[src/rtl/ple_pkg.sv]
// ----------------------------------------------------------------------------
// ple_pkg
// Shared types and constants of the positional list engine: request and
// result transactions, request and status codes, and the command and status
// bundles between the controller and the datapath.
// ----------------------------------------------------------------------------
package ple_pkg;

  // list geometry
  localparam int DEPTH      = 32;
  localparam int DATA_WIDTH = 8;
  localparam int CNT_W      = $clog2(DEPTH + 1);
  localparam int IDX_W      = $clog2(DEPTH);

  // fixed field widths of the transactions
  localparam int REQ_W   = 3;
  localparam int VAL_W   = 8;
  localparam int POS_W   = 6;
  localparam int COUNT_W = 6;

  typedef enum logic [REQ_W-1:0] {
    REQ_INS_FRONT = 3'd0,
    REQ_INS_BACK  = 3'd1,
    REQ_INS_AT    = 3'd2,
    REQ_DEL_FRONT = 3'd3,
    REQ_DEL_BACK  = 3'd4,
    REQ_DEL_AT    = 3'd5,
    REQ_DUMP      = 3'd6
  } req_code_t;

  typedef enum logic [1:0] {
    ST_OK     = 2'd0,
    ST_BADPOS = 2'd1,
    ST_FULL   = 2'd2
  } status_t;

  typedef enum logic [0:0] {
    S_IDLE = 1'b0,
    S_DUMP = 1'b1
  } state_t;

  typedef enum logic [1:0] {
    OP_NONE   = 2'd0,
    OP_INSERT = 2'd1,
    OP_DELETE = 2'd2
  } op_t;

  typedef enum logic [1:0] {
    SLOT_FRONT = 2'd0,
    SLOT_BACK  = 2'd1,
    SLOT_POS   = 2'd2
  } slot_sel_t;

  // request transaction
  typedef struct packed {
    req_code_t        req_type;
    logic [VAL_W-1:0] element_value;
    logic [POS_W-1:0] position;
  } req_t;

  // result transaction
  typedef struct packed {
    status_t            status;
    logic [COUNT_W-1:0] element_count;
    logic [VAL_W-1:0]   dump_value;
    logic               dump_valid;
    logic               last_result;
  } res_t;

  // controller to datapath
  typedef struct packed {
    op_t       op;
    slot_sel_t slot;
    logic      load_res;
    status_t   status;
    logic      take_dump;
    logic      last;
    logic      dump_start;
    logic      dump_step;
  } cmd_t;

  // datapath to controller
  typedef struct packed {
    logic empty;
    logic full;
    logic ins_pos_ok;
    logic del_pos_ok;
    logic dump_last;
    logic res_free;
  } stat_t;

endpackage

[src/rtl/ple_datapath.sv]
// ----------------------------------------------------------------------------
// ple_datapath
// Element store as a row of shift cells, fill count, dump read index and the
// result register. Executes the commands issued by the controller.
// ----------------------------------------------------------------------------
module ple_datapath (
  input  logic           clk,
  input  logic           rst,
  input  ple_pkg::req_t  req_data,
  input  ple_pkg::cmd_t  cmd,
  output ple_pkg::stat_t stat,
  input  logic           res_ready,
  output logic           res_valid,
  output ple_pkg::res_t  res_data
);

  localparam int CMP_W =
    ((ple_pkg::POS_W > ple_pkg::CNT_W) ? ple_pkg::POS_W : ple_pkg::CNT_W) + 1;

  logic [ple_pkg::DATA_WIDTH-1:0] store [ple_pkg::DEPTH];
  logic [ple_pkg::CNT_W-1:0]      count;
  logic [ple_pkg::CNT_W-1:0]      count_next;
  logic [ple_pkg::IDX_W-1:0]      dump_idx;
  logic                           res_valid_next;

  logic [ple_pkg::IDX_W-1:0]      slot;
  logic [ple_pkg::POS_W-1:0]      pos_m1;
  logic [CMP_W-1:0]               pos_c;
  logic [CMP_W-1:0]               cnt_c;
  logic [ple_pkg::DATA_WIDTH-1:0] new_val;
  logic [ple_pkg::DATA_WIDTH-1:0] dump_data;

  // position checks against the current count
  assign pos_c   = CMP_W'(req_data.position);
  assign cnt_c   = CMP_W'(count);
  assign pos_m1  = req_data.position - ple_pkg::POS_W'(1);
  assign new_val = ple_pkg::DATA_WIDTH'(req_data.element_value);

  always_comb begin
    stat.empty      = (count == '0);
    stat.full       = (count == ple_pkg::CNT_W'(ple_pkg::DEPTH));
    stat.ins_pos_ok = (pos_c != '0) && (pos_c <= cnt_c + CMP_W'(1));
    stat.del_pos_ok = (pos_c != '0) && (pos_c <= cnt_c);
    stat.dump_last  = ((ple_pkg::CNT_W'(dump_idx) + ple_pkg::CNT_W'(1)) == count);
    stat.res_free   = !res_valid || res_ready;
  end

  // target slot of the insert or delete
  always_comb begin
    case (cmd.slot)
      ple_pkg::SLOT_FRONT: slot = '0;
      ple_pkg::SLOT_BACK: begin
        if (cmd.op == ple_pkg::OP_INSERT) begin
          slot = ple_pkg::IDX_W'(count);
        end else begin
          slot = ple_pkg::IDX_W'(count - ple_pkg::CNT_W'(1));
        end
      end
      default: slot = pos_m1[ple_pkg::IDX_W-1:0];
    endcase
  end

  // count after the request
  always_comb begin
    case (cmd.op)
      ple_pkg::OP_INSERT: count_next = count + ple_pkg::CNT_W'(1);
      ple_pkg::OP_DELETE: count_next = count - ple_pkg::CNT_W'(1);
      default:            count_next = count;
    endcase
  end

  always_ff @(posedge clk) begin
    if (rst) begin
      count <= '0;
    end else begin
      count <= count_next;
    end
  end

  // shift cells: insert opens a gap at the slot, delete closes it
  for (genvar g = 0; g < ple_pkg::DEPTH; g++) begin : g_cell
    localparam logic [ple_pkg::IDX_W-1:0] CELL = ple_pkg::IDX_W'(g);
    always_ff @(posedge clk) begin
      if (cmd.op == ple_pkg::OP_INSERT) begin
        if (CELL == slot) begin
          store[g] <= new_val;
        end else if (CELL > slot) begin
          if (g > 0) begin
            store[g] <= store[(g > 0) ? g - 1 : 0];
          end
        end
      end else if (cmd.op == ple_pkg::OP_DELETE) begin
        if (CELL >= slot) begin
          if (g < ple_pkg::DEPTH - 1) begin
            store[g] <= store[(g < ple_pkg::DEPTH - 1) ? g + 1 : g];
          end
        end
      end
    end
  end

  // dump read index
  always_ff @(posedge clk) begin
    if (cmd.dump_start) begin
      dump_idx <= '0;
    end else if (cmd.dump_step) begin
      dump_idx <= dump_idx + ple_pkg::IDX_W'(1);
    end
  end

  assign dump_data = store[dump_idx];

  // result register
  always_comb begin
    if (cmd.load_res) begin
      res_valid_next = 1'b1;
    end else if (res_ready) begin
      res_valid_next = 1'b0;
    end else begin
      res_valid_next = res_valid;
    end
  end

  always_ff @(posedge clk) begin
    if (rst) begin
      res_valid <= 1'b0;
    end else begin
      res_valid <= res_valid_next;
    end
  end

  always_ff @(posedge clk) begin
    if (cmd.load_res) begin
      res_data.status        <= cmd.status;
      res_data.element_count <= ple_pkg::COUNT_W'(count_next);
      res_data.dump_value    <= cmd.take_dump ? ple_pkg::VAL_W'(dump_data) : '0;
      res_data.dump_valid    <= cmd.take_dump;
      res_data.last_result   <= cmd.last;
    end
  end

  // count stays within the store
  a_count_bound: assert property (@(posedge clk) disable iff (rst)
    count <= ple_pkg::CNT_W'(ple_pkg::DEPTH))
    else $error("element count beyond depth");

  // a request moves the count by at most one
  a_count_step: assert property (@(posedge clk) disable iff (rst)
    1'b1 |=> (count == $past(count)) ||
             (count == $past(count) + ple_pkg::CNT_W'(1)) ||
             (count == $past(count) - ple_pkg::CNT_W'(1)))
    else $error("element count jumped");

  // dump reads only held elements
  a_dump_in_range: assert property (@(posedge clk) disable iff (rst)
    cmd.dump_step |-> (ple_pkg::CNT_W'(dump_idx) < count))
    else $error("dump index past the list end");

  // a result is never overwritten before it is taken
  a_no_overwrite: assert property (@(posedge clk) disable iff (rst)
    (res_valid && !res_ready) |-> !cmd.load_res)
    else $error("pending result overwritten");

endmodule

[src/rtl/ple_controller.sv]
// ----------------------------------------------------------------------------
// ple_controller
// Request decoder and dump sequencer. Checks each request against the list
// status and issues insert, delete, dump and result-load commands.
// ----------------------------------------------------------------------------
module ple_controller (
  input  logic               clk,
  input  logic               rst,
  input  logic               req_valid,
  input  ple_pkg::req_code_t req_code,
  input  ple_pkg::stat_t     stat,
  output logic               req_ready,
  output ple_pkg::cmd_t      cmd
);

  ple_pkg::state_t state;
  ple_pkg::state_t state_next;
  logic            take;

  assign take = req_valid && req_ready;

  // state register
  always_ff @(posedge clk) begin
    if (rst) begin
      state <= ple_pkg::S_IDLE;
    end else begin
      state <= state_next;
    end
  end

  // next state
  always_comb begin
    state_next = state;
    case (state)
      ple_pkg::S_IDLE: begin
        if (take && req_code == ple_pkg::REQ_DUMP && !stat.empty) begin
          state_next = ple_pkg::S_DUMP;
        end
      end
      ple_pkg::S_DUMP: begin
        if (stat.res_free && stat.dump_last) begin
          state_next = ple_pkg::S_IDLE;
        end
      end
      default: state_next = ple_pkg::S_IDLE;
    endcase
  end

  // command outputs
  always_comb begin
    req_ready      = 1'b0;
    cmd.op         = ple_pkg::OP_NONE;
    cmd.slot       = ple_pkg::SLOT_FRONT;
    cmd.load_res   = 1'b0;
    cmd.status     = ple_pkg::ST_OK;
    cmd.take_dump  = 1'b0;
    cmd.last       = 1'b1;
    cmd.dump_start = 1'b0;
    cmd.dump_step  = 1'b0;
    case (state)
      ple_pkg::S_IDLE: begin
        req_ready = stat.res_free;
        if (take) begin
          cmd.load_res = 1'b1;
          case (req_code)
            ple_pkg::REQ_INS_FRONT, ple_pkg::REQ_INS_BACK, ple_pkg::REQ_INS_AT: begin
              if (req_code == ple_pkg::REQ_INS_AT && !stat.ins_pos_ok) begin
                cmd.status = ple_pkg::ST_BADPOS;
              end else if (stat.full) begin
                cmd.status = ple_pkg::ST_FULL;
              end else begin
                cmd.op = ple_pkg::OP_INSERT;
                if (req_code == ple_pkg::REQ_INS_FRONT) begin
                  cmd.slot = ple_pkg::SLOT_FRONT;
                end else if (req_code == ple_pkg::REQ_INS_BACK) begin
                  cmd.slot = ple_pkg::SLOT_BACK;
                end else begin
                  cmd.slot = ple_pkg::SLOT_POS;
                end
              end
            end
            ple_pkg::REQ_DEL_FRONT: begin
              if (!stat.empty) begin
                cmd.op   = ple_pkg::OP_DELETE;
                cmd.slot = ple_pkg::SLOT_FRONT;
              end
            end
            ple_pkg::REQ_DEL_BACK: begin
              if (!stat.empty) begin
                cmd.op   = ple_pkg::OP_DELETE;
                cmd.slot = ple_pkg::SLOT_BACK;
              end
            end
            ple_pkg::REQ_DEL_AT: begin
              if (!stat.del_pos_ok) begin
                cmd.status = ple_pkg::ST_BADPOS;
              end else begin
                cmd.op   = ple_pkg::OP_DELETE;
                cmd.slot = ple_pkg::SLOT_POS;
              end
            end
            ple_pkg::REQ_DUMP: begin
              // empty list answers at once, otherwise walk the elements
              if (!stat.empty) begin
                cmd.load_res   = 1'b0;
                cmd.dump_start = 1'b1;
              end
            end
            default: ;
          endcase
        end
      end
      ple_pkg::S_DUMP: begin
        if (stat.res_free) begin
          cmd.load_res  = 1'b1;
          cmd.take_dump = 1'b1;
          cmd.last      = stat.dump_last;
          cmd.dump_step = 1'b1;
        end
      end
      default: ;
    endcase
  end

  // no new transaction while a dump is running
  a_busy_dump: assert property (@(posedge clk) disable iff (rst)
    (state == ple_pkg::S_DUMP) |-> !req_ready)
    else $error("request taken during dump");

  // a non-empty dump enters the walk on the next cycle
  a_dump_entry: assert property (@(posedge clk) disable iff (rst)
    (take && req_code == ple_pkg::REQ_DUMP && !stat.empty) |=>
      (state == ple_pkg::S_DUMP))
    else $error("dump walk not started");

  // list contents only change on an accepted request
  a_op_on_take: assert property (@(posedge clk) disable iff (rst)
    (cmd.op != ple_pkg::OP_NONE) |-> take)
    else $error("list changed without a request");

endmodule

[src/rtl/positional_list_engine.sv]
// ----------------------------------------------------------------------------
// positional_list_engine
// Ordered list of up to DEPTH elements with insert and delete at the front,
// the back or a 1-based position, and an in-order dump.
// ----------------------------------------------------------------------------
// Insert and delete transactions each give one result: the element store is
// a row of shift cells that opens or closes a gap at the target slot, so
// such requests can be accepted on every cycle while the result register is
// free or being drained. A dump reads the store through one read index, one
// element per cycle while the result register is free, and holds off new
// requests until its last element has been loaded (no hold-off for an empty
// list, which answers at once). Each result carries the status and the
// element count after the request; the last result of a request has
// last_result set.
module positional_list_engine (
  input  logic          clk,
  input  logic          rst,
  input  logic          req_valid,
  output logic          req_ready,
  input  ple_pkg::req_t req_data,
  output logic          res_valid,
  input  logic          res_ready,
  output ple_pkg::res_t res_data
);

  ple_pkg::cmd_t  cmd;
  ple_pkg::stat_t stat;

  // request decode and dump sequencing
  ple_controller u_ctrl (
    .clk       (clk),
    .rst       (rst),
    .req_valid (req_valid),
    .req_code  (req_data.req_type),
    .stat      (stat),
    .req_ready (req_ready),
    .cmd       (cmd)
  );

  // element store, count and result register
  ple_datapath u_dp (
    .clk       (clk),
    .rst       (rst),
    .req_data  (req_data),
    .cmd       (cmd),
    .stat      (stat),
    .res_ready (res_ready),
    .res_valid (res_valid),
    .res_data  (res_data)
  );

endmodule

[config.mk]
export PLATFORM = sky130hd
export DESIGN_NAME = positional_list_engine
export DESIGN_NICKNAME = d
export VERILOG_FILES = /design/src/rtl/ple_pkg.sv /design/src/rtl/ple_datapath.sv /design/src/rtl/ple_controller.sv /design/src/rtl/positional_list_engine.sv
export SDC_FILE = /design/constraint.sdc
export NUM_CORES = 1
export LEC_CHECK = 0
export ABC_AREA = 1
export BUFFER_PORTS_ARGS = -buffer_cell sky130_fd_sc_hd__buf_2
export CORE_ASPECT_RATIO = 1.75
export CORE_MARGIN = 2
export CORE_UTILIZATION = 64
export CTS_CLUSTER_DIAMETER = 120
export DETAILED_ROUTE_END_ITERATION = 12
export PLACE_DENSITY_LB_ADDON = 0.12
export SETUP_SLACK_MARGIN = 0.15
export SLEW_MARGIN = 20
export SYNTH_ARGS = -nofsm -noshare
export SYNTH_HDL_FRONTEND = slang
export SYNTH_SLANG_ARGS = --single-unit
[constraint.sdc]
create_clock -name clk -period 4.97 [get_ports clk]
set_input_delay 0 -clock clk [delete_from_list [all_inputs] [get_ports clk]]
set_output_delay 0 -clock clk [all_outputs]
set_load 0.02 [all_outputs]
* After elaboration in Yosys (flattened, before gate mapping)
Memory sizes are Yosys's and may differ from the RTL's. A register that Yosys moved wholly into a read port is not among the register bits.
Index checks and enable logic that the tools add are counted.
** Cells by class
- Reductions and logical operators :: 21
- Add/subtract/negate cells :: 6
- Bitwise operators :: 64
- Div/mod/pow operators :: 0
- $mul :: 0
- Shift operators :: 0
- Eq/ne operators :: 42
- $lt $le $gt $ge :: 64
- Mux-type cells :: 440
** Operators with widths (number)
- 2-to-1 mux 8 bit :: 62
- 2-to-1 mux 1 bit :: 358
- equality test 5 bit, first input constant :: 16
- > comparator 5 bit, first input constant :: 16
- >= comparator 5 bit, first input constant :: 15
- bitwise OR 1 bit :: 62
- equality test 4 x 5 -> 1 bit, first input constant :: 8
- >= comparator 4 x 5 -> 1 bit, first input constant :: 8
- > comparator 4 x 5 -> 1 bit, first input constant :: 8
- equality test 3 x 5 -> 1 bit, first input constant :: 4
- >= comparator 3 x 5 -> 1 bit, first input constant :: 4
- > comparator 3 x 5 -> 1 bit, first input constant :: 4
- 2-to-1 mux 4 bit :: 5
- case mux 4 bit (4 select lines) :: 1
- 2-to-1 mux 2 bit :: 6
- case mux 6 bit (2 select lines) :: 1
- equality test 2 x 5 -> 1 bit, first input constant :: 2
- >= comparator 1 x 5 -> 1 bit, first input constant :: 2
- >= comparator 2 x 5 -> 1 bit, first input constant :: 2
- > comparator 2 x 5 -> 1 bit, first input constant :: 2
- case mux 5 bit (2 select lines) :: 1
- equality test 3 bit, second input constant :: 3
- adder 6 x 1 -> 7 bit, second input constant :: 1
- <= comparator 6 x 7 -> 1 bit :: 1
- 32 further kinds :: 45
** Word-level totals
- Input port bits :: 21
- Bits in writable memories :: 256
- ROM bits :: 0
- Flip-flop bits (word level) :: 23
- Word-level logic and storage cells :: 646
- Latch bits :: 0
- Memories :: 1
** Memory list
- u_dp.store :: words 32, bits a word 8, rd ports 33, clocked after Yosys merged registers in 1, wr ports 32, RTL line ple_datapath.sv:20 : logic [ple_pkg::DATA_WIDTH-1:0] store [ple_pkg::DEPTH];

* Depth between registers and ports, before layout
Gate-level depths: netlist (run 1).
- Word-level depth :: 19
- Gate-level depth with buffers :: 33

* Hierarchy
Synthesis (run 1) repeated with hierarchy kept, for this count alone.
** Unflattened totals
- Cells, all modules :: 2529
- Area total of the unflattened synthesis :: 18969.4 um^2
** By module, submodules not included
- ple_datapath :: area each 18725.5 um^2, times used 1, seq. area each 8468.1 um^2, cells an instance 2479
- ple_controller :: area each 244.0 um^2, times used 1, seq. area each 20.0 um^2, cells an instance 50

* Worst setup path before layout (run 1)
Ideal clock, no wire load.
- Path kind :: register -> register
- Start point :: register u_dp.count[2] (netlist bit)
- End point :: memory u_dp.store[6][0] (netlist bit), enable pin
- Library setup time :: 0.324 ns
- Cell stages (with the launch flop) :: 26
- Slack :: 0.450 ns
- Path buffers :: 3
- Arrival :: 4.196 ns
- Period minus slack after synthesis :: 4.520 ns
- Cell sequence :: dfxtp_1 buf_6 inv_1 nor3_1 inv_1 o21ai_0 nand2_1 ha_1 nand3_1 nor2_1 nor2_1 nand2_2 nand2_1 nand2_1 nand3_1 inv_1 ha_1 buf_2 nor2_1 inv_1 nor3_2 buf_4 inv_1 nand2_1 nand2_1 inv_1
** RTL lines
- start: declaration :: RTL line ple_datapath.sv:21 : logic [ple_pkg::CNT_W-1:0] count;
- start signal: assignment :: RTL line ple_datapath.sv:76 : count <= count_next;
- end: declaration :: RTL line ple_datapath.sv:20

==> results of run 1 <==
-- synth_stat cells, drive strengths merged --
library cell	count	area, µm²
clkinv	6	26.3
nor2	130	591
edfxtp	274	8230
o21bai	1	7.51
xnor2	4	35.0
nand3b	30	225
nor3	7	45.0
ha	20	250
o31ai	2	15.0
nand3	324	1700
nand2	786	3170
nor2b	1	6.26
nor3b	3	32.5
a211oi	1	7.51
or2	1	6.26
buf	52	339
o22ai	18	113
dfxtp	13	260
a31oi	37	231
nor4	1	6.26
a21oi	111	589
nand4	10	68.8
clkbuf	80	300
o21ai	277	1420
o211ai	53	398
inv	226	851
xor2	9	78.8
-- area by class of cell --
type | count | area share (%)
Sequential cell | 287 | 41.3
Timing Repair Buffer | 92 | 3.13
Inverter | 232 | 4.31
Clock inverter | 15 | 0.755
Multi-Input combinational cell | 1826 | 44.4
Tap cell | 382 | 2.32
Clock buffer | 37 | 3.77
Antenna cell | 1 | 0.0122
-- repair_timing --
item	CTS	global route
gates resized for setup	0	38
buffers inserted	0	4
endpoints found under the hold margin	26	0
endpoints found under the setup margin	0	435
hold buffers	13	0
-- flip-flops by register name, indices dropped and copies added, names as in the netlist --
register	cells
u_ctrl.state	1
u_dp.count	6
u_dp.dump_idx	5
u_dp.res_data	18
u_dp.res_valid	1
u_dp.store	256
-- path summary, 6_finish.rpt --
kind	start	end	cells after the start	slack, ns
max	u_dp.count[0]	u_dp.store[22][4]	27	0.46
min	req_data[10]	u_dp.store[16][4]	3	0.06
max reg2reg	u_dp.count[0]	u_dp.store[22][4]	27	0.46
min reg2reg	u_ctrl.state	u_ctrl.state	2	0.49
-- logic make-up (layout without fill, tap and decap cells) --
family / after synthesis / in the layout / synth area share [%]
AO/OA/AOI/OAI: 500 / 500 / 14.6
XOR/XNOR: 13 / 13 / 0.599
adder cells (fa/ha/maj): 20 / 20 / 1.32
buffers and inverters: 364 / 376 / 7.98
flip-flops: 287 / 287 / 44.7
other: 0 / 1 / 0
AND/OR/NAND/NOR: 1293 / 1293 / 30.8
-- power groups by stage --
stage	Clock (mW)	Combinational [mW]	Sequential (mW)
finish	2.23	2.18	3.14
CTS	2.21	2.09	3.13
floorplan	0	1.54	3.04
global placement	0	2.04	3.17
detailed placement	0	2.07	3.18
global route	2.30	2.37	3.15
-- stage by stage --
step	cell area [µm²]	setup WS [ns]	utilization, %	hold slack, ns	power [mW]
floorplan	19000	0.450	-	0.230	4.59
global placement	19300	0.263	66.0	0.314	5.21
detailed placement	19300	0.170	66.0	0.313	5.24
CTS	20400	0.163	69.6	0.0158	7.42
global route	20600	0.0902	70.2	0.0379	7.81
finish	20600	0.456	70.2	0.0552	7.56
-- critical path, cell delays in order, from the launching register on --
cell,delay (ns)
dfxtp_1,0.40
inv_1,0.18
nor3_2,0.22
inv_1,0.07
o21ai_1,0.16
nand2_1,0.07
ha_1,0.29
nand3_1,0.11
nor2_1,0.05
nor2_1,0.14
nand2_2,0.08
nand2_1,0.07
nand2_1,0.08
nand3_1,0.12
inv_1,0.09
ha_4,0.20
inv_1,0.18
nand2_1,0.10
o21ai_0,0.11
inv_1,0.06
nand2_1,0.17
nand2_4,0.12
nand2_4,0.19
inv_4,0.09
nand2_1,0.20
nand2_2,0.17
o21ai_0,0.39
o21ai_1,0.13
-- metal layers --
metal | part of all wire, % | wire (µm)
met5 | 0 | 0
met4 | 9.6 | 6400
met3 | 10 | 6830
met2 | 48 | 32200
met1 | 32 | 21400
==> metrics.csv, run 1 <==
stage,metric,value,unit
run_status,status,"complete, no violations",
floorplanning,fp.dieW,134,µm
worst_setup_path,path_class,flop to flop,
pwr,p_int,4.80,mW
global_route,gr-usage-met1,46.8,%
logic_synthesis,ys_seq_area_share,44.7,%
layout,drive_above_1_share,11.0,%
layout,mostFrequentLayoutCell,nand2_1,
worst_setup_path,cp.arrival,4.82,ns
global_route,grt_pass1_wl,101,mm
worst_hold_path,hp-class,input port to flop,
floorplanning,die_area,31100,µm²
logic_synthesis,yosysUniqueCellTypes,47,
sta,setup_tns,0,ns
logic_synthesis,synth_cells,2477,
layout,final_cell_mix,"nand2_1, nand3_1, edfxtp_1, o21ai_0, inv_1",
sta,period_needed,4.51,ns
floorplanning,io-pin-count,41,
worst_setup_path,critPathMaxFanout,11,
global_route,busiest_layer,met2,
pwr,seqPwrFrac,41.6,%
floorplanning,row_count,83,
pwr,p_clk_share,29.5,%
placement,dpl.hpwl,48.8,mm
layout,fin_nets,2508,
clock_network,numCtsBuffers,28,
route,firstDrtPassIters,7,
sta,skew,0.0114,ns
sta,clock.fmax,222,MHz
sta,setup_violations,0,
pwr,ir_drop,0.322,mV
worst_setup_path,start_kind,flop,
pwr,power.density,367,nW/µm²
sta,post-route-period-util,90.8,%
clock_network,htree_num_levels,1,
layout,multiInputGateArea,9130,µm²
layout,seqCellArea,8490,µm²
route,drtAntennaViolNets,0,
pwr,pwr-share-comb,28.9,%
placement,port_buffers,40,
sta,hold_viol,0,
floorplanning,core_area,29300,µm²
sta,relSlewSlack,27.6,%
route,routedWlPerCell,23.3,µm
logic_synthesis,ys_ff_latch,287,
route,dr_total_vias,18600,
logic_synthesis,yosys_warnings,0,
clock_network,clkLatencyLatePin,0.57,ns
placement,place_congestion,0.996,
worst_setup_path,worst_setup_path_end_kind,flop,
floorplanning,die_height,232,µm
logic_synthesis,synth_nets,2518,
global_route,use_met2,72.9,%
clock_network,path_clk_slew,0.07,ns
clock_network,clkSinkCount,287,
floorplanning,initial_core_util,64.9,%
sta,worst_pin_slew,1.08,ns
run,maxCapViolCount,0,
global_route,use_met3,7.49,%
pwr,p_sw_share,36.5,%
route,routed_wl,66.9,mm
route,post-route-drc-count,0,
pwr,p_sw,2.76,mW
layout,areaGrowthSynthToFinish,8.20,%
clock_network,cts_tree,done,
global_route,grt_pass1_vias,17700,
pwr,p_leak,8.71,nW
global_route,grt.total_usage,42.7,%
placement,dp.cells,2802,
logic_synthesis,netlist_area,19000,µm²
layout,stdcell_count,2872,
clock_network,cts_max_path_buffers,3,
logic_synthesis,syn_avg_cell_area,7.67,µm²
worst_setup_path,cp.required,5.28,ns
global_route,antenna_found_initial,0,
layout,fillCellCount,2446,
clock_network,cts_root_buf,clkbuf_16,
global_route,grt_overflow,0,
global_route,grt_max_degree,77,
route,viasPerCell,6.46,
route,dr.first_iter.drc_count,2378,
sta,rsz0062_at_grt,true,
sta,slew_violations,0,
Power figures use the tool's default switching activity.
==> run 2, diff against run 1 <==
--- a/config.mk
+++ b/config.mk
@@ -14,2 +14,3 @@
 export DETAILED_ROUTE_END_ITERATION = 12
+export GPL_ROUTABILITY_DRIVEN = 0
 export PLACE_DENSITY_LB_ADDON = 0.12
==> constraint.sdc (replaced) <==
create_clock -name clk -period 4.97 [get_ports clk]
set_input_delay 0.2485 -clock clk [delete_from_list [all_inputs] [get_ports clk]]
set_output_delay 0.2485 -clock clk [all_outputs]
set_load 0.02 [all_outputs]
==> metrics.csv, run 2 (same netlist as run 1, synthesis figures left out) <==
stage,metric,value,unit
run_status,status,"complete, no violations",
floorplanning,fp.dieW,134,µm
route,routed_wl,67.5,mm
route,dr_total_vias,18700,
worst_hold_path,hp-class,input port to flop,
global_route,grt.total_usage,43.4,%
clock_network,cts_tree,done,
sta,slew_violations,0,
floorplanning,die_height,232,µm
clock_network,clkLatencyLatePin,0.59,ns
worst_setup_path,cp.required,5.24,ns
route,post-route-drc-count,0,
sta,relSlewSlack,14.1,%
layout,largest_register_ffs,256,
sta,worst_pin_slew,1.28,ns
clock_network,cts_max_path_buffers,3,
route,dr.first_iter.drc_count,2283,
placement,pre_cts_slack,0.348,ns
clock_network,path_clk_slew,0.06,ns
layout,final_cell_mix,"nand2_1, nand3_1, edfxtp_1, o21ai_0, inv_1",
sta,clock.fmax,216,MHz
pwr,power.density,368,nW/µm²
route,firstDrtPassIters,8,
layout,seqCellArea,8490,µm²
run,maxCapViolCount,0,
global_route,grt_max_degree,75,
sta,skew,0.0156,ns
layout,fillCellCount,2440,
global_route,grt_overflow,0,
floorplanning,core_area,29300,µm²
worst_setup_path,worst_setup_path_end_kind,flop,
worst_setup_path,r2r_end,u_dp.store[8][0],
worst_setup_path,ff2ff_setup_slack,0.34,ns
placement,dpl.hpwl,48.6,mm
sta,setup_tns,0,ns
clock_network,clkSinkCount,287,
pwr,p_leak,8.61,nW
floorplanning,io-pin-count,41,
layout,largest_register,u_dp.store,
worst_setup_path,cp-startpoint,u_dp.count[1],
worst_hold_path,whs_endpoint,u_dp.res_valid,
global_route,grt_pass1_vias,18200,
global_route,grt_pass1_wl,103,mm
floorplanning,initial_core_util,64.9,%
clock_network,htree_num_levels,1,
route,drtAntennaViolNets,0,
sta,rsz0062_at_grt,false,
sta,hold_viol,0,
sta,setup_ws,0.342,ns
route,viasPerCell,6.54,
clock_network,numCtsBuffers,28,
sta,post-route-period-util,93.1,%
worst_setup_path,start_kind,flop,
pwr,ir_drop,0.371,mV
route,routedWlPerCell,23.6,µm
clock_network,cts_root_buf,clkbuf_16,
worst_setup_path,critPathMaxFanout,17,
worst_hold_path,min_from,res_ready,
layout,areaGrowthSynthToFinish,7.09,%
sta,period_needed,4.63,ns
worst_hold_path,whs_path_depth,6,
layout,drive_above_1_share,10.5,%
worst_setup_path,r2r_start,u_dp.count[1],
worst_setup_path,path_class,flop to flop,
placement,port_buffers,40,
layout,mostFrequentLayoutCell,nand2_1,
layout,fin_nets,2496,
global_route,antenna_found_initial,0,
floorplanning,die_area,31100,µm²
sta,setup_violations,0,
floorplanning,row_count,83,
layout,reg.largest.list,"u_dp.store: 256 flops, u_dp.res_data: 18 flops, u_dp.count: 6 flops",
worst_setup_path,ff2ff_path_depth,26,
worst_setup_path,cp.arrival,4.89,ns
layout,multiInputGateArea,9080,µm²
==> run 2: changes by cell type in the layout (fill, tap and decap cells not counted), sizes merged <==
cell,delta
dlygate4sd3,-12
clkbuf,+6
clkinv,-3
bufinv,-2
clkinvlp,-1
==> run 2: worst max-delay path, stage by stage, from the launching register on <==
cell and delay (ns):
dfxtp_1 0.41, inv_1 0.14, nor3_2 0.29, inv_1 0.09, o21ai_0 0.27, nand2_1 0.11
ha_1 0.31, nand3_1 0.11, nor2_1 0.05, nor2_1 0.15, nand2_2 0.08, nand2_1 0.06
nand2_1 0.07, nand3_1 0.11, inv_1 0.09, ha_4 0.20, inv_1 0.16, nand2_1 0.09
o21ai_0 0.08, inv_1 0.06, nand2_1 0.12, nand2_1 0.11, nand2_4 0.14, nand2_4 0.11
nand2_2 0.22, nand3_2 0.36, nand2_2 0.33
==> run 2: power breakdown <==
part / total, mW / internal (mW) / switching, mW / leakage, nW
clock network: 2.17 / 1.20 / 0.967 / 0.436
logic: 2.20 / 0.618 / 1.58 / 5.53
registers: 3.12 / 2.92 / 0.204 / 2.64
total: 7.49 / 4.74 / 2.76 / 8.61
==> run 2: worst max path at each step <==
stage,endpoint,cells past startpoint
floorplan,u_dp.store[6][0],25
global placement,u_dp.store[12][5],26
detailed placement,u_dp.store[21][6],20
CTS,u_dp.store[12][4],26
global route,u_dp.store[8][5],26
finish,u_dp.store[8][0],26
==> run 2: cell type report <==
type | instances | share of cell area [%]
Sequential cell | 287 | 41.7
Timing Repair Buffer | 80 | 2.51
Inverter | 232 | 4.35
Clock inverter | 9 | 0.369
Multi-Input combinational cell | 1826 | 44.6
Tap cell | 382 | 2.35
Antenna cell | 1 | 0.0123
Clock buffer | 43 | 4.08
==> run 2: what timing repair did <==
item / CTS / global route
hold buffers: 1 / 0
endpoints found under the setup margin: 0 / 312
resized for setup: 0 / 22
endpoints found under the hold margin: 8 / 0
buffers inserted: 0 / 3
==> run 2: per-layer routing <==
metal / wire [µm] / global-route usage [%] / up-vias
li1: - / - / 8379
met1: 20800 / 45.6 / 8437
met2: 32600 / 74.5 / 1421
met3: 7310 / 9.10 / 464
met4: 6810 / 34.6 / 0
met5: 0 / 0 / -
==> run 2: stage by stage <==
| step | hold slack, ns | total power [mW] | utilization, % | std cells | instance area (µm²) |
|---|---|---|---|---|---|
| 6_report | 0.0800 | 7.49 | 69.5 | 2860 | 20400 |
| 5_1_grt | 0.137 | 7.76 | 69.5 | 2859 | 20300 |
| 4_1_cts | 0.0933 | 7.35 | 69.2 | 2856 | 20300 |
| 3_5_place_dp | 0.482 | 5.24 | 66.0 | 2803 | 19300 |
| 3_3_place_gp | 0.471 | 5.19 | 66.0 | 2803 | 19300 |
| 2_1_floorplan | 0.450 | 4.59 | - | 2477 | 19000 |
